`src/sgpc_pkg.sv`:
```
// Shared types, constants and helpers of the shading gain correction unit.
package sgpc_pkg;

    localparam int unsigned PIX_W      = 8;
    localparam int unsigned GAIN_W     = 16;
    localparam int unsigned IDX_W      = 12;
    localparam int unsigned OFS_W      = 9;
    localparam int unsigned LW_W       = 13;
    localparam int unsigned CFG_IDX_W  = 2;
    localparam int unsigned CFG_DATA_W = 13;
    localparam int unsigned SUM_W      = 12;
    localparam int unsigned SAT_W      = 10;

    localparam logic [LW_W-1:0] LINE_WIDTH_RST = 13'd4096;

    typedef enum logic {
        FUNC_PIXEL = 1'b0,
        FUNC_GAIN  = 1'b1
    } t_func;

    typedef enum logic [CFG_IDX_W-1:0] {
        CFG_ENABLE      = 2'd0,
        CFG_PRE_OFFSET  = 2'd1,
        CFG_POST_OFFSET = 2'd2,
        CFG_LINE_WIDTH  = 2'd3
    } t_cfg_reg;

    typedef struct packed {
        t_func               func;
        logic [PIX_W-1:0]    pixel_in;
        logic [IDX_W-1:0]    gain_index;
        logic [GAIN_W-1:0]   gain_value;
    } t_in_item;

    typedef struct packed {
        logic [PIX_W-1:0]    pixel_out;
        logic                end_of_line;
    } t_out_item;

    // Saturate a signed intermediate to the 0..255 pixel range.
    function automatic logic [PIX_W-1:0] clamp_u8(input logic signed [SUM_W-1:0] v);
        logic [PIX_W-1:0] res;
        if (v < 0) begin
            res = '0;
        end else if (v > $signed(SUM_W'(255))) begin
            res = '1;
        end else begin
            res = v[PIX_W-1:0];
        end
        return res;
    endfunction

    function automatic logic signed [SUM_W-1:0] sext_ofs(input logic signed [OFS_W-1:0] ofs);
        return {{(SUM_W-OFS_W){ofs[OFS_W-1]}}, ofs};
    endfunction

endpackage

```
`src/sgpc_col_ctr.sv`:
```
// Column counter with end-of-line detect against the clamped line width.
module sgpc_col_ctr #(
    parameter int unsigned MAX_WIDTH = 4096,
    parameter int unsigned ADDR_W    = 12,
    parameter int unsigned CMP_W     = 13
) (
    input  logic                      i_clk,
    input  logic                      i_rst_n,
    input  logic                      i_advance,
    input  logic [sgpc_pkg::LW_W-1:0] i_line_width,
    output logic [ADDR_W-1:0]         o_col,
    output logic                      o_eol
);
    import sgpc_pkg::*;

    logic [ADDR_W-1:0] r_col;
    logic [ADDR_W-1:0] n_col;
    logic [CMP_W-1:0]  w_lw;
    logic [CMP_W-1:0]  w_width;
    logic [CMP_W-1:0]  w_col_inc;

    always_comb begin
        w_lw = CMP_W'(i_line_width);
        // Zero means one pixel per line; anything past the memory saturates.
        if (w_lw == '0) begin
            w_width = CMP_W'(1);
        end else if (w_lw > CMP_W'(MAX_WIDTH)) begin
            w_width = CMP_W'(MAX_WIDTH);
        end else begin
            w_width = w_lw;
        end
        w_col_inc = CMP_W'(r_col) + CMP_W'(1);
        o_eol     = (w_col_inc >= w_width);
        n_col     = o_eol ? '0 : w_col_inc[ADDR_W-1:0];
    end

    always_ff @(posedge i_clk) begin
        if (!i_rst_n) begin
            r_col <= '0;
        end else if (i_advance) begin
            r_col <= n_col;
        end
    end

    assign o_col = r_col;
endmodule

```
`config.mk`:
```
export PLATFORM = sky130hd
export DESIGN_NAME = sgpc_col_ctr
export DESIGN_NICKNAME = d
export VERILOG_FILES = /design/src/sgpc_pkg.sv /design/src/sgpc_col_ctr.sv
export SDC_FILE = /design/constraint.sdc
export NUM_CORES = 1
export LEC_CHECK = 0
export BUFFER_PORTS_ARGS = -buffer_cell sky130_fd_sc_hd__buf_2
export CORE_UTILIZATION = 50
export CTS_BUF_LIST = sky130_fd_sc_hd__clkbuf_8
export CTS_CLUSTER_DIAMETER = 40
export DETAILED_ROUTE_END_ITERATION = 10
export GPL_ROUTABILITY_DRIVEN = 0
export PLACE_DENSITY = 0.74
export SYNTH_ARGS = -nofsm -noshare
export SYNTH_HDL_FRONTEND = slang
export SYNTH_SLANG_ARGS = --single-unit
```
`constraint.sdc`:
```
create_clock -name i_clk -period 7.4 [get_ports i_clk]
set_input_delay 0.74 -clock i_clk [delete_from_list [all_inputs] [get_ports i_clk]]
set_output_delay 0.74 -clock i_clk [all_outputs]
set_load 0.01 [all_outputs]
```
Word-level counts from Yosys, hierarchy flattened. Cells that the tools add are included.

Bits in registers: 12. Output and inout port bits: 13. Logic and storage cells: 8. Input port bits: 16.

Multiplexer cells: 3. Add/sub/neg operators: 1. $lt $le $gt $ge: 2. Reductions and logical operators: 1.

Operators by type and width (number): $mux 13 (2); $add 12x1->13 const B (1); $ge 13x13->1 (1); $gt 13x13->1 const B (1); $logic_not 13->1 (1); $mux 12 (1).

Longest topological paths before layout.
Depth after elaboration: 5. Depth in mapped cells: 13. Mapped depth without buffers: 11.

Worst setup path before layout. OpenSTA, ideal clock, no wires.

Path kind: register to output. Start point: register r_col[0], in the netlist o_col[0]. End point: output o_eol. Arrival time: 2.392 ns. Stages on the path, launching flop included: 12. Required time: 6.660 ns. Path buffers: 1. Setup slack: 4.268 ns. Path through: dfxtp_1 > ha_1 > and4_1 > nand4_1 > xnor2_1 > ha_1 > a21oi_1 > o21ai_0 > a21oi_1 > and2_4 > buf_8 > inv_6.

Cells in the longest elaborated chain, start to end: 2.

Ends and longest elaborated chain: start: declaration (line sgpc_col_ctr.sv:16) `logic [ADDR_W-1:0] r_col;`; start signal: assignment (line sgpc_col_ctr.sv:41) `r_col <= n_col;`; $add 12x1->13 (line sgpc_col_ctr.sv:32) `w_col_inc = CMP_W'(r_col) + CMP_W'(1);`; $ge 13x13->1 (line sgpc_col_ctr.sv:33) `o_eol = (w_col_inc >= w_width);`; end: declaration (line sgpc_col_ctr.sv:12) `output logic o_eol`.

No other way between the ends.

Final worst setup path. Ends and elaborated chain as after synthesis.

==> flow_metrics.py <==
metrics = {
    "final_layout": {
        "multi_input_area_um2": 788,
        "final_area_um2": 1270,
        "final-instance-count-excl-fill": 190,
        "final_nets": 194,
        "area_delta_synth_final_pct": 17.0,
        "diodes": 0,
        "num-fill-cells": 195,
        "layout.area.seq_um2": 240,
        "layout_common_cells": "nand2_1 (31), buf_2 (28), ha_1 (14)",
        "final_util_pct": 63.6,
        "drive_above_1_share_pct": 23.3,
        "final_common_cell": "nand2_1",
        "largest_register_ffs": 12,
    },
    "placement": {
        "port_buffers": 28,
        "detailed_place.area_um2": 1220,
        "dp.cells": 186,
        "place.detailed.hpwl_um": 2030,
    },
    "timing": {
        "rsz0062_at_grt": "no",
        "worst_pin_slew_ns": 0.847,
        "period_needed_ns": 3.80,
        "finalCritPeriodShare_pct": 51.3,
        "final_max_slew_viol_count": 0,
        "final.setup.tns_ns": 0,
        "slew-limit-headroom_pct": 43.4,
        "hold_viol": 0,
        "fmax_ghz": 0.263,
        "finClkSkew_ns": 0.00127,
        "setup_viol": 0,
    },
    "clock_tree": {
        "cts_tree": "done",
        "cts_buffers": 3,
        "post_cts_resized": 0,
        "clk_latency_ns": 0.24,
        "cts.path.max_buffers": 2,
        "postCtsHoldBufs": 0,
        "clock-sinks": 12,
        "postCtsSetupRepairBufs": 0,
        "cts.root.buffer_cell": "clkbuf_8",
        "htreeDepth": 1,
        "path_clk_slew_ns": 0.05,
    },
    "global_route": {
        "grt_pass1_vias": 1023,
        "grt_usage_pct": 23.8,
        "grt_use_met2_pct": 40.5,
        "antenna_found_initial": 0,
        "grt_pass1_wl_um": 4420,
        "grt_util_met1_pct": 29.2,
        "grt_max_degree": 13,
        "gr-total-overflow": 0,
        "use_met3_pct": 5.66,
        "busiest_layer": "met2",
    },
    "yosys": {
        "synthDistinctLibCells": 32,
        "synth-edff-count": 0,
        "syn_area_um2": 1090,
        "seq_area_frac_synth_pct": 22.1,
        "synth_ff_type": "dfxtp_1",
        "ys_seq_elements": 12,
        "synthCells": 139,
        "synth.net_count": 169,
        "yosysWarnings": 0,
        "syn_area_per_cell_um2": 7.83,
        "async_reset_ff_share_pct": 0,
    },
    "route": {
        "vias": 1097,
        "drc": 0,
        "first_pass_iters": 4,
        "wl_per_cell_um": 13.8,
        "drt-total-wl_um": 2620,
        "postRouteAntennaNets": 0,
        "drt_iter0_markers": 20,
        "vias_per_cell": 5.77,
    },
    "power": {
        "power.leakage_nw": 0.579,
        "switching_share_pct": 25.7,
        "total_power_mw": 0.167,
        "switching_power_mw": 0.0429,
        "clockPowerShare_pct": 43.2,
        "pwr-share-comb_pct": 16.2,
        "pwr_density_cell_nw_per_um2": 131,
        "power_frac_seq_pct": 40.6,
        "irDropWorstVdd_v": 0.000125,
        "p_int_mw": 0.124,
    },
    "critical_path": {
        "worstSetupPathType": "reg -> out",
        "cp.required_ns": 6.66,
        "max_stage_delay_ns": 0.48,
        "critPathMaxFanout": 7,
        "rrSetupSlack_ns": 4.44,
        "arrival_ns": 3.06,
        "path_cells": "ha_1, and4_1, nand4_1, xnor2_1, ha_1, a21oi_1, o21ai_0, a21oi_1, and2_4, inv_6, buf_2",
        "critPathTopFamily": "simple AND/OR/NAND/NOR gates",
        "reg2reg_from": "o_col[0]",
        "startpoint": "o_col[0]",
        "end_kind": "primary output",
        "crit_buf_inv": 2,
        "cp_slowest_cell": "dfxtp_1",
        "start_kind": "flop",
    },
    "die": {
        "ioPinCount": 29,
        "core_region_area_um2": 2000,
        "die-area_um2": 2370,
        "start_util_pct": 54.4,
        "die_y_um": 48.7,
        "row_count": 16,
        "die_x_um": 48.7,
    },
    "worst_hold_path": {
        "hp-start": "o_col[11]",
        "hold_path_class": "reg -> reg",
    },
    "run": {
        "maxCapViolations": 0,
    },
    "status": {
        "outcome": "finished clean",
    },
}
[synth_stat cells (4+ instances only)]
| cell type | n | area, um2 |
|---|---|---|
| a32o_1 | 6 | 60.1 |
| xnor2_1 | 7 | 61.3 |
| a21oi_1 | 7 | 35.0 |
| nor2_1 | 8 | 30.0 |
| clkbuf_1 | 5 | 18.8 |
| nand3_1 | 9 | 45.0 |
| nand2_1 | 31 | 116 |
| dfxtp_1 | 12 | 240 |
| ha_1 | 14 | 175 |
| o211ai_1 | 5 | 37.5 |
| nand4_1 | 4 | 25.0 |
[worst register-to-register path, delay by kind of cell, from the launching register on]
| family | cells | cell delay (ns) |
|---|---|---|
| xor+xnor | 1 | 0.17 |
| flops | 1 | 0.48 |
| simple gates | 3 | 0.73 |
| buf+inv | 1 | 0.06 |
| compound gates | 4 | 0.87 |
| fa+ha+maj | 2 | 0.57 |
[path summary, 6_finish.rpt]
path | end | cells after the start
setup / recovery | o_eol | 11
hold / removal | o_col[11] | 1
setup reg to reg | o_col[0] | 11
hold reg to reg | o_col[11] | 1
[stage by stage]
stage / worst slack [ns] / hold slack (ns)
2_1_floorplan: 4.27 / 0.531
3_3_place_gp: 4.04 / 0.527
3_5_place_dp: 3.94 / 0.524
4_1_cts: 3.64 / 0.536
5_1_grt: 3.41 / 0.592
6_report: 3.60 / 0.531
[layout make-up]
| class | instances | area share, % |
|---|---|---|
| clock buffer | 4 | 4.32 |
| inverter | 3 | 1.28 |
| multi-input combinational | 116 | 61.9 |
| sequential | 12 | 18.9 |
| tap | 27 | 2.65 |
| timing repair buffer | 28 | 11.0 |
[power by group through the flow]
stage / Sequential [mW] / Clock [mW] / Combinational [mW]
detailed placement: 0.0690 / 0 / 0.0271
global placement: 0.0689 / 0 / 0.0258
global route: 0.0679 / 0.0759 / 0.0305
floorplan: 0.0693 / 0 / 0.0173
finish: 0.0678 / 0.0721 / 0.0270
CTS: 0.0677 / 0.0722 / 0.0272
[routing by layer]
metal	share of wire, %	wire length (um)
met5	0	0
met4	0.76	20
met3	3.5	92
met2	49	1280
met1	47	1220
[logic make-up after synthesis]
kind of cell | after synthesis | share of synthesized area, %
adder cells (fa/ha/maj) | 14 | 16.1
XOR/XNOR | 9 | 7.24
buffers and inverters | 11 | 5.52
AND/OR/NAND/NOR | 68 | 29.5
flip-flops | 12 | 22.1
AO/OA/AOI/OAI | 25 | 19.5
Power figures use the tool's default switching activity.
