File: src/sgpc_pkg.sv
// Shared types, constants and helpers of the shading gain correction unit.
package sgpc_pkg;

    localparam int unsigned PIX_W      = 8;
    localparam int unsigned GAIN_W     = 16;
    localparam int unsigned IDX_W      = 12;
    localparam int unsigned OFS_W      = 9;
    localparam int unsigned LW_W       = 13;
    localparam int unsigned CFG_IDX_W  = 2;
    localparam int unsigned CFG_DATA_W = 13;
    localparam int unsigned SUM_W      = 12;
    localparam int unsigned SAT_W      = 10;

    localparam logic [LW_W-1:0] LINE_WIDTH_RST = 13'd4096;

    typedef enum logic {
        FUNC_PIXEL = 1'b0,
        FUNC_GAIN  = 1'b1
    } t_func;

    typedef enum logic [CFG_IDX_W-1:0] {
        CFG_ENABLE      = 2'd0,
        CFG_PRE_OFFSET  = 2'd1,
        CFG_POST_OFFSET = 2'd2,
        CFG_LINE_WIDTH  = 2'd3
    } t_cfg_reg;

    typedef struct packed {
        t_func               func;
        logic [PIX_W-1:0]    pixel_in;
        logic [IDX_W-1:0]    gain_index;
        logic [GAIN_W-1:0]   gain_value;
    } t_in_item;

    typedef struct packed {
        logic [PIX_W-1:0]    pixel_out;
        logic                end_of_line;
    } t_out_item;

    // Saturate a signed intermediate to the 0..255 pixel range.
    function automatic logic [PIX_W-1:0] clamp_u8(input logic signed [SUM_W-1:0] v);
        logic [PIX_W-1:0] res;
        if (v < 0) begin
            res = '0;
        end else if (v > $signed(SUM_W'(255))) begin
            res = '1;
        end else begin
            res = v[PIX_W-1:0];
        end
        return res;
    endfunction

    function automatic logic signed [SUM_W-1:0] sext_ofs(input logic signed [OFS_W-1:0] ofs);
        return {{(SUM_W-OFS_W){ofs[OFS_W-1]}}, ofs};
    endfunction

endpackage

File: src/sgpc_correct.sv
// Gain multiply, fraction drop, saturate and post-offset of one pixel, or the raw pixel when disabled.
module sgpc_correct #(
    parameter int unsigned GAIN_FRAC_BITS = 12
) (
    input  logic                              i_enable,
    input  logic [sgpc_pkg::PIX_W-1:0]        i_pix,
    input  logic [sgpc_pkg::PIX_W-1:0]        i_pre_clamped,
    input  logic [sgpc_pkg::GAIN_W-1:0]       i_gain,
    input  logic signed [sgpc_pkg::OFS_W-1:0] i_post_offset,
    output logic [sgpc_pkg::PIX_W-1:0]        o_pixel
);
    import sgpc_pkg::*;

    localparam int unsigned PROD_W = PIX_W + GAIN_W;

    logic [PROD_W-1:0]       w_prod;
    logic [PROD_W-1:0]       w_shifted;
    logic [SAT_W-1:0]        w_sat;
    logic signed [SUM_W-1:0] w_sum;

    always_comb begin
        w_prod    = PROD_W'(i_pre_clamped) * PROD_W'(i_gain);
        w_shifted = w_prod >> GAIN_FRAC_BITS;
        // Cap the scaled value at 1023 before the post-offset.
        if (|w_shifted[PROD_W-1:SAT_W]) begin
            w_sat = '1;
        end else begin
            w_sat = w_shifted[SAT_W-1:0];
        end
        w_sum   = $signed({{(SUM_W-SAT_W){1'b0}}, w_sat}) + sext_ofs(i_post_offset);
        o_pixel = i_enable ? clamp_u8(w_sum) : i_pix;
    end
endmodule

File: config.mk
export PLATFORM = sky130hd
export DESIGN_NAME = sgpc_correct
export DESIGN_NICKNAME = d
export VERILOG_FILES = /design/src/sgpc_pkg.sv /design/src/sgpc_correct.sv
export SDC_FILE = /design/constraint.sdc
export NUM_CORES = 1
export LEC_CHECK = 0
export BUFFER_PORTS_ARGS = -buffer_cell sky130_fd_sc_hd__buf_2
export CORE_ASPECT_RATIO = 1.5
export CORE_MARGIN = 3
export CORE_UTILIZATION = 63
export DETAILED_ROUTE_END_ITERATION = 10
export PLACE_DENSITY = 0.86
export SYNTH_ARGS = -nofsm -noshare
export SYNTH_HDL_FRONTEND = slang
export SYNTH_SLANG_ARGS = --single-unit
File: constraint.sdc
create_clock -name vclk -period 13.5
set_clock_uncertainty 0.1 [all_clocks]
set_input_delay 2.7 -clock vclk [all_inputs]
set_output_delay 2.7 -clock vclk [all_outputs]
set_load 0.005 [all_outputs]
# --- Word level (Yosys, flattened, before mapping) ---
# Index checks and enable logic that the tools add are counted.
classes:
  n_addsub: 1
  n_mul: 1
  div: 0
  magnitude_cmp: 2
  n_eq_ne: 0
  shifts: 0
  n_mux: 4
  bitwise_logic: 0
  reduce_logical: 1
op_table:
  columns: ["operator", "count"]
  rows:
  - ["multiplier 8 x 16 -> 24 bit", 1]
  - ["two-way mux 8 bit", 3]
  - ["adder 11 x 9 -> 12 bit", 1]
  - ["greater-than comparator 12 x 9 -> 1 bit, second input constant", 1]
  - ["< comparator 12 x 1 -> 1 bit, second input constant", 1]
  - ["two-way mux 10 bit", 1]
  - ["OR reduction 2 bit", 1]
totals:
  register_bits: 0
  latchBits: 0
  mem_bits_rw: 0
  rom_bits: 0
  n_memories: 0

# --- Logic depth before layout (Yosys ltp) ---
# Gate-level depths: netlist of the first run.
logic_depth:
  ltp_word: 8
  depth_mapped: 28
  depth_no_buf: 26

# --- Worst setup path before layout of the first run ---
# No wires, ideal clock.
synth_timing:
  path_type: "in2out"
  startpoint: "input i_pre_clamped[7] (netlist bit)"
  endpoint: "output o_pixel[0] (netlist bit)"
  arrival_time_ns: 9.132
  required_ns: 10.700
  path_slack_ns: 1.568
  path_stages: 27
  n_path_buf: 2
  path_cell_list: "clkbuf_1 nand2_1 fa_1 fa_1 inv_1 fa_1 inv_1 fa_1 inv_1 ha_1 a2111oi_2 o31ai_1 a22oi_2 o21bai_2 a31oi_4 mux2i_1 clkbuf_1 nand2b_1 ha_1 fa_1 a21o_2 a221oi_1 a21oi_1 a31oi_1 mux2i_1 nand3_2 a221o_2"
synth_via:
  elab_chain_len: 8
  word_cells_on_any_way: 9
synth_rtl:
  columns: ["item", "line", "source"]
  rows:
  - ["start, declared", "sgpc_correct.sv:7", "input logic [sgpc_pkg::PIX_W-1:0] i_pre_clamped,"]
  - ["multiplier 8 x 16 -> 24 bit (*)", "sgpc_correct.sv:22", "w_prod = PROD_W'(i_pre_clamped) * PROD_W'(i_gain);"]
  - ["OR reduction 2 bit", "sgpc_correct.sv:25", "if (|w_shifted[PROD_W-1:SAT_W]) begin"]
  - ["two-way mux 10 bit (*)", "sgpc_correct.sv:25", null]
  - ["adder 11 x 9 -> 12 bit (*)", "sgpc_correct.sv:30", "w_sum = $signed({{(SUM_W-SAT_W){1'b0}}, w_sat}) + sext_ofs(i_post_offset);"]
  - ["greater-than comparator 12 x 9 -> 1 bit", "sgpc_pkg.sv:45", "end else if (v > $signed(SUM_W'(255))) begin"]
  - ["two-way mux 8 bit", "sgpc_pkg.sv:45", null]
  - ["two-way mux 8 bit (*)", "sgpc_pkg.sv:43", "if (v < 0) begin"]
  - ["two-way mux 8 bit (*)", "sgpc_correct.sv:31", "o_pixel = i_enable ? clamp_u8(w_sum) : i_pix;"]
  - ["end, declared", "sgpc_correct.sv:10", "output logic [sgpc_pkg::PIX_W-1:0] o_pixel"]
# Every way passes the cells marked *; elsewhere a longest branch is shown, timed or not.

# --- Worst setup path after layout of the first run ---
# Same ends and word-level chain as after synthesis.

==> key figures, run 1 <==
Run status
  • Status: complete, no violations

Timing
  • Slew Limit Fails: 0
  • Unrepaired setup endpoints after global routing: false
  • Tightest Pin Transition: 0.6151 ns
  • Final hold slack: 5.596 ns
  • Max Fclk: 0.07833 GHz
  • Hold Vio Cnt, Final: 0
  • Fin Setup TNS: 0 ns
  • Minimum clock period after layout: 12.77 ns
  • Slew headroom: 57.93%
  • Number of setup violations in the final report: 0
  • Fin crit share: 94.57%

Worst setup path
  • CP Capture Type: output pin
  • Critical path depth: 26
  • Largest delay share family, worst path: adder cells
  • Arrival time of the worst setup path: roughly 10 ns
  • Buf/Inv on CP: 5
  • Crit path to: o_pixel[0]
  • Cell mode on critical path: fa_1
  • Slowest stage delay, CP: 0.60 ns
  • Worst Path Max Fanout: 16
  • Launch point of the worst path: i_pre_clamped[7]
  • Critical path launch point type: primary input
  • Highest-delay cell along the critical path: a2111oi_0
  • Crit path kind: in -> out
  • CP required: 10.70 ns

Synth
  • Synth unique cells: 53
  • Sequential fraction of the synthesis area: 0%
  • Synthesized Nets: 685
  • Synthesized area: around 4500 um^2
  • Synth warnings: 0
  • Synth Instances: 506
  • Synth Area per Inst: between 8 and 9 um^2

Global routing
  • GRT Resource Usage Total: 25.26%
  • Initial antenna violation count: 0
  • Largest net degree at the start of global routing: 17
  • First-pass GRT wire length: about 16000 um
  • Vias in the first global route: 3822
  • Grt total ovfl: 0

Power
  • PwrDens: roughly 210 nW/um^2
  • Sw frac: 55.09%
  • Pint: 451.6 uW
  • Psw: 553.9 uW
  • Leakage power total: 2.478 nW
  • Clock power frac: 0%
  • Power after layout: 1.005 mW
  • Sequential cell fraction of total power: 0%
  • Logic pwr share: 100.0%
  • VDD IR max: 149.3 uV

Routing
  • Iteration-0 DRC count of the detailed router: 180
  • WL met2: 5713 um
  • Via density: 5.901
  • Met3 WL post-DR: 330 um
  • Wl on met1: 3430 um
  • Uppermost layer routed: met4
  • Post-route ant nets: 0
  • Vias: 3682
  • Total Wirelength: 9840 um
  • DR WL/cell: between 15 and 20 um
  • DRC Markers: 0
  • Drt first pass iters: 5

Floorplan
  • Row cnt: 37
  • Core area: 6898 um^2
  • Die area: 8206 um^2
  • Top Ports: 50
  • Die H: 109.5 um
  • Initial Util: between 60% and 70%
  • Die X: 74.97 um

CTS
  • Post-CTS Repair Setup Buffers: 0
  • Post-CTS sizing: 0
  • CTS Hold Buffers Added: 0

Min path
  • Hold Path Class: in -> out
  • Min-delay src: i_pix[5]

Finish
  • Fillers: 536
  • Register Area: 0 um^2
  • Ant diodes: 0
  • CLK BUF: 0
  • Final #Nets: 727
  • FFs & Latches: 0
  • Area Overhead vs Synth: 6.763%
  • Share of layout cells above drive strength 1: 13.55%

Placement
  • Port bufs: 50
  • Routability cong.: slightly below 0.9
  • Final HPWL DP: 8488 um

Job
  • Max cap viols: 0
-- metal layers --
metal	track usage, %	up-vias
met5	0	-
met4	9.160	0
met3	1.647	35
met2	49.00	106
met1	27.64	1834
li1	-	1707
-- area by class of cell --
type	count	area, um^2	share of cell area [%]
multi-input combinational	402	4099	85.40
inverter	94	352.8	7.351
timing repair buffer	50	250.2	5.214
tap	78	97.59	2.033
-- cells by family (layout without fill, tap and decap cells) --
| group | after synthesis | after routing | synth area share, % |
|---|---|---|---|
| multiplexers | 3 | 3 | 0.6958 |
| XOR/XNOR | 17 | 17 | 3.312 |
| adder cells (fa/ha/maj) | 137 | 137 | 52.16 |
| buffers and inverters | 104 | 144 | 8.822 |
| AND/OR/NAND/NOR | 174 | 174 | 22.40 |
| AO/OA/AOI/OAI | 71 | 71 | 12.61 |
-- placed cells by master (no fill, tap or decap), types with 2 or more instances in the layout --
cell type	netlist	routed
nor2_1	12	12
fa_1	84	84
nand3_1	4	4
xor2_1	6	6
a31oi_1	2	2
a2111oi_0	2	2
a221o_2	8	8
a221o_1	3	3
nand2_1	25	25
a21o_2	2	2
o21bai_1	2	2
nand2b_1	9	9
and2_1	107	107
and4_1	2	2
or2_2	2	2
a21oi_1	19	19
nand4_1	4	4
mux2i_1	2	2
ha_1	53	53
buf_2	0	50
o21a_1	3	3
o211ai_1	2	2
xnor2_1	11	11
inv_1	93	93
o21ai_0	7	7
a21o_1	6	6
-- tightest hold or removal path, cell delays in order --
cell,delay (ns)
buf_2,0.07
a221o_2,0.13
buf_2,0.10
-- Yosys cell counts (4+ instances only) --
master | number | area share (%)
a21oi_1 | 19 | 2.1
o21ai_0 | 7 | 0.78
and2_1 | 107 | 15
xor2_1 | 6 | 1.2
nand4_1 | 4 | 0.56
nor2_1 | 12 | 1.0
nand2b_1 | 9 | 1.3
clkbuf_1 | 9 | 0.75
nand2_1 | 25 | 2.1
a21o_1 | 6 | 1.0
xnor2_1 | 11 | 2.1
ha_1 | 53 | 15
nand3_1 | 4 | 0.45
fa_1 | 84 | 37
inv_1 | 93 | 7.8
a221o_2 | 8 | 2.0
-- how the worst min path moves through the flow --
stage / end / slack [ns] / cells after the start
after global routing: o_pixel[3] / 5.61 / 3
after CTS: o_pixel[5] / 5.60 / 3
after detailed placement: o_pixel[5] / 5.60 / 3
after global placement: o_pixel[6] / 5.59 / 3
after floorplan: o_pixel[6] / 5.43 / 1
final: o_pixel[5] / 5.60 / 3
-- power groups by stage --
stage / logic, mW / clock network (mW) / registers, mW
3_3_place_gp: 0.967 / 0 / 0
5_1_grt: 1.13 / 0 / 0
6_report: 1.01 / 0 / 0
4_1_cts: 1.00 / 0 / 0
2_1_floorplan: 0.790 / 0 / 0
3_5_place_dp: 0.998 / 0 / 0
-- metrics by stage --
step | setup WS, ns | cell area, um^2 | util [%] | instances
2_1_floorplan | 1.568 | 4496 | - | 506
3_3_place_gp | 1.096 | 4800 | 69.58 | 624
3_5_place_dp | 0.8317 | 4800 | 69.58 | 624
4_1_cts | 0.8079 | 4800 | 69.58 | 624
5_1_grt | 0.3141 | 4800 | 69.58 | 624
6_report | 0.7334 | 4800 | 69.58 | 624
Power figures use the tool's default switching activity.
==> run 2, diff against run 1 <==
CORE_UTILIZATION = 40   (was 63)
PLACE_DENSITY = 0.59   (was 0.86)
==> key figures, run 2 (synthesized netlist as in run 1, its figures left out) <==
Worst setup path
  • Arrival time of the worst setup path: 9.89 ns
  • Largest delay share family, worst path: adder cells
  • Crit path kind: in -> out
  • Cell mode on critical path: fa_1
  • Critical path launch point type: primary input
  • Slowest stage delay, CP: 0.57 ns
  • Highest-delay cell along the critical path: or4b_1
  • Worst Path Max Fanout: 16
  • Buf/Inv on CP: 5
  • CP Capture Type: output pin
  • CP required: 10.70 ns

CTS
  • Post-CTS sizing: 0
  • Post-CTS Repair Setup Buffers: 0
  • CTS Hold Buffers Added: 0

Routing
  • Via density: around 5.2
  • Drt first pass iters: 6
  • DR WL/cell: 14.94 um
  • Iteration-0 DRC count of the detailed router: 136
  • Post-route ant nets: 0
  • Total Wirelength: 10310 um
  • Vias: 3612
  • DRC Markers: 0

Finish
  • Most common cell after layout, fill and taps aside: and2_1
  • Ant diodes: 0
  • Commonest non-fill, non-tap cells in the layout: and2_1 (107), inv_1 (93), fa_1 (84), ha_1 (53), buf_2 (50)
  • CLK BUF: 0
  • Finished Layout Cells: 690
  • Share of layout cells above drive strength 1: 13.55%
  • FFs & Latches: 0
  • Final #Nets: between 700 and 800
  • Register Area: 0 um^2
  • Fillers: 1104
  • Area Overhead vs Synth: 8.600%

Min path
  • Hold Path Class: in -> out

Placement
  • Port bufs: 50
  • Post-Place Worst Slack: 0.8493 ns
  • Number of instances in the placed design: 690
  • Final HPWL DP: just under 9000 um
  • Routability cong.: 0.8644

Job
  • Max cap viols: 0

Timing
  • Slew headroom: roughly three fifths
  • Hold Vio Cnt, Final: 0
  • Max Fclk: ~0.079 GHz
  • Minimum clock period after layout: roughly 13 ns
  • Unrepaired setup endpoints after global routing: false
  • Fin Setup TNS: 0 ns
  • Setup ws final: 0.8075 ns
  • Slew Limit Fails: 0
  • Number of setup violations in the final report: 0
  • Tightest Pin Transition: 0.5730 ns
  • Fin crit share: 94.02%

Floorplan
  • Core area: 10760 um^2
  • Die H: 135.8 um
  • Die X: 92.56 um
  • Die area: between 10000 and 15000 um^2
  • Row cnt: 46
  • Top Ports: 50
  • Initial Util: 41.77%

Global routing
  • Largest net degree at the start of global routing: 17
  • Grt total ovfl: 0
  • Initial antenna violation count: 0
  • GRT Resource Usage Total: 16.74%
  • Vias in the first global route: 3810
  • First-pass GRT wire length: 17340 um

Run status
  • Status: complete, no violations

Power
  • Leakage power total: 2.478 nW
  • VDD IR max: around 97 uV
  • PwrDens: between 200 and 250 nW/um^2
  • Power after layout: roughly 1000 uW
[run 2: cell counts in the layout (fill, tap and decap cells not counted)]
No cell type changed its count.
[run 2: path summary, 6_finish.rpt]
check                        start    endpoint  slack [ns]  depth (start not counted)
setup / recovery  i_pre_clamped[7]  o_pixel[2]        0.81                         26
hold / removal            i_pix[1]  o_pixel[1]        5.60                          3
[run 2: through the flow]
step	area, um^2	util, %	hold WS (ns)
2_1_floorplan	4496	-	5.428
3_3_place_gp	4882	45.36	5.592
3_5_place_dp	4882	45.36	5.600
4_1_cts	4882	45.36	5.600
5_1_grt	4882	45.36	5.613
6_report	4882	45.36	5.598
[run 2: where the power goes]
group          switching [mW]  internal, mW  leakage (nW)  total [mW]
clock network               0             0             0           0
logic                   0.548         0.451          2.48       0.998
registers                   0             0             0           0
[run 2: cell type report]
type	instances	area [um^2]	share of cell area [%]
well taps	144	180.2	3.690
repair buffers	50	250.2	5.126
inverters	94	352.8	7.227
multi-input cells	402	4099	83.96
[run 2: tightest hold or removal path: stages]
cell	delay, ns
buf_2	0.08
a221o_2	0.13
buf_2	0.10
[run 2: metal layers]
| metal | wire length (um) | global-route usage, % | part of all wire [%] | up-vias |
|---|---|---|---|---|
| met3 | 145 | 0.1107 | 1.4 | 14 |
| met5 | 0 | 0 | 0 | - |
| met1 | 3709 | 17.78 | 36 | 1844 |
| met4 | 223 | 3.140 | 2.2 | 0 |
| li1 | - | - | - | 1703 |
| met2 | 6228 | 35.93 | 60 | 51 |
==> run 3, diff against run 2 <==
BUFFER_PORTS_ARGS = unset   (was -buffer_cell sky130_fd_sc_hd__buf_2)
CORE_UTILIZATION = 69   (was 40)
DONT_BUFFER_PORTS = 1   (was unset)
PLACE_DENSITY = 0.86   (was 0.59)
==> key figures, run 3 (synthesized netlist as in run 1, its figures left out) <==
Timing
  • Setup ws final: about 1.2 ns
  • Hold Vio Cnt, Final: 0
  • Number of setup violations in the final report: 0
  • Fin Setup TNS: 0 ns
  • Slew Limit Fails: 0
  • Fin crit share: 90.78%
  • Unrepaired setup endpoints after global routing: false
  • Minimum clock period after layout: 12.26 ns
  • Slew headroom: a little under two thirds
  • Max Fclk: 0.08160 GHz
  • Tightest Pin Transition: 0.5341 ns

Power
  • Power after layout: 968.3 uW
  • VDD IR max: 129.6 uV
  • PwrDens: approximately 210 nW/um^2
  • Leakage power total: 2.281 nW

Finish
  • Ant diodes: 0
  • Cell area after layout: 4544 um^2
  • FFs & Latches: 0
  • Most common cell after layout, fill and taps aside: and2_1
  • Area Overhead vs Synth: 1.085%
  • Register Area: 0 um^2
  • CLK BUF: 0
  • Finished Layout Cells: 570
  • Commonest non-fill, non-tap cells in the layout: and2_1 (107), inv_1 (93), fa_1 (84), ha_1 (53), nand2_1 (25)
  • Final #Nets: 677
  • Share of layout cells above drive strength 1: 4.839%

Floorplan
  • Top Ports: 50
  • Die X: 71.91 um
  • Core area: 6218 um^2
  • Row cnt: 35
  • Die H: about 100 um
  • Die area: between 7000 and 8000 um^2
  • Initial Util: between 70 and 80%

CTS
  • Post-CTS sizing: 0
  • CTS Hold Buffers Added: 0
  • Post-CTS Repair Setup Buffers: 0

Worst setup path
  • Slowest stage delay, CP: between 0.5 and 0.6 ns
  • Arrival time of the worst setup path: around 9.5 ns
  • CP Capture Type: output pin
  • Largest delay share family, worst path: adder cells
  • Highest-delay cell along the critical path: or4b_1
  • Crit path kind: in -> out
  • Buf/Inv on CP: 3
  • Critical path launch point type: primary input
  • CP required: 10.70 ns
  • Cell mode on critical path: fa_1
  • Worst Path Max Fanout: 11
  • Critical-path cell list: nand2_1 -> fa_1 -> fa_1 -> inv_1 -> fa_1 -> inv_1 -> fa_1 -> inv_1 -> ha_1 -> a2111oi_2 -> o31ai_1 -> a22oi_2 -> o21bai_2 -> a31oi_4 -> mux2i_1 -> or4b_1 -> ha_1 -> o21ai_0 -> a21oi_1 -> a221o_1 -> a2111oi_0 -> nand4_1 -> nand3_2 -> a221o_2

Placement
  • Area after DPL: around 4500 um^2
  • Port bufs: 0
  • Post-Place Worst Slack: 1.225 ns
  • Final HPWL DP: 8434 um
  • Number of instances in the placed design: 570
  • Routability cong.: 0.8824

Routing
  • Total Wirelength: 9775 um
  • Drt first pass iters: 4
  • DR WL/cell: 17.15 um
  • Iteration-0 DRC count of the detailed router: 224
  • Vias: roughly 3.5k
  • DRC Markers: 0
  • Via density: between 6 and 7
  • Post-route ant nets: 0

Global routing
  • Grt total ovfl: 0
  • First-pass GRT wire length: 16970 um
  • Vias in the first global route: 3898
  • GRT Resource Usage Total: 27.75%
  • Largest net degree at the start of global routing: 17
  • Initial antenna violation count: 0

Min path
  • Hold Path Class: in -> out

Job
  • Max cap viols: 0

Run status
  • Status: complete, no violations
## run 3: changes by cell type in the layout (fill, tap and decap cells not counted)
| cell | before | now |
|---|---|---|
| buf_2 | 50 | 0 |
## run 3: stage by stage
step	util, %	hold slack (ns)
floorplan	-	5.428
global placement	73.08	5.434
detailed placement	73.08	5.433
CTS	73.08	5.433
global route	73.08	5.438
finish	73.08	5.431
## run 3: layout make-up
cell class         instances  area [um^2]
fillers                  472         1674
inverters                 94        352.8
multi-input cells        402         4099
well taps                 74        92.59
## run 3: power by group
part / total (mW) / internal [mW] / switching, mW
Clock: 0 / 0 / 0
Combinational: 0.968 / 0.429 / 0.540
Sequential: 0 / 0 / 0
Total: 0.968 / 0.429 / 0.540
## run 3: layer usage
metal	wire length [um]	up-vias	track usage, %
met4	327	0	8.199
met3	324	30	1.732
met5	0	-	0
met2	5745	92	53.75
li1	-	1604	-
met1	3379	1748	31.40
## run 3: worst paths after layout
check	start	cells past startpoint	endpoint	slack, ns
setup / recovery	i_gain[0]	24	o_pixel[5]	1.24
hold / removal	i_pix[6]	1	o_pixel[6]	5.43
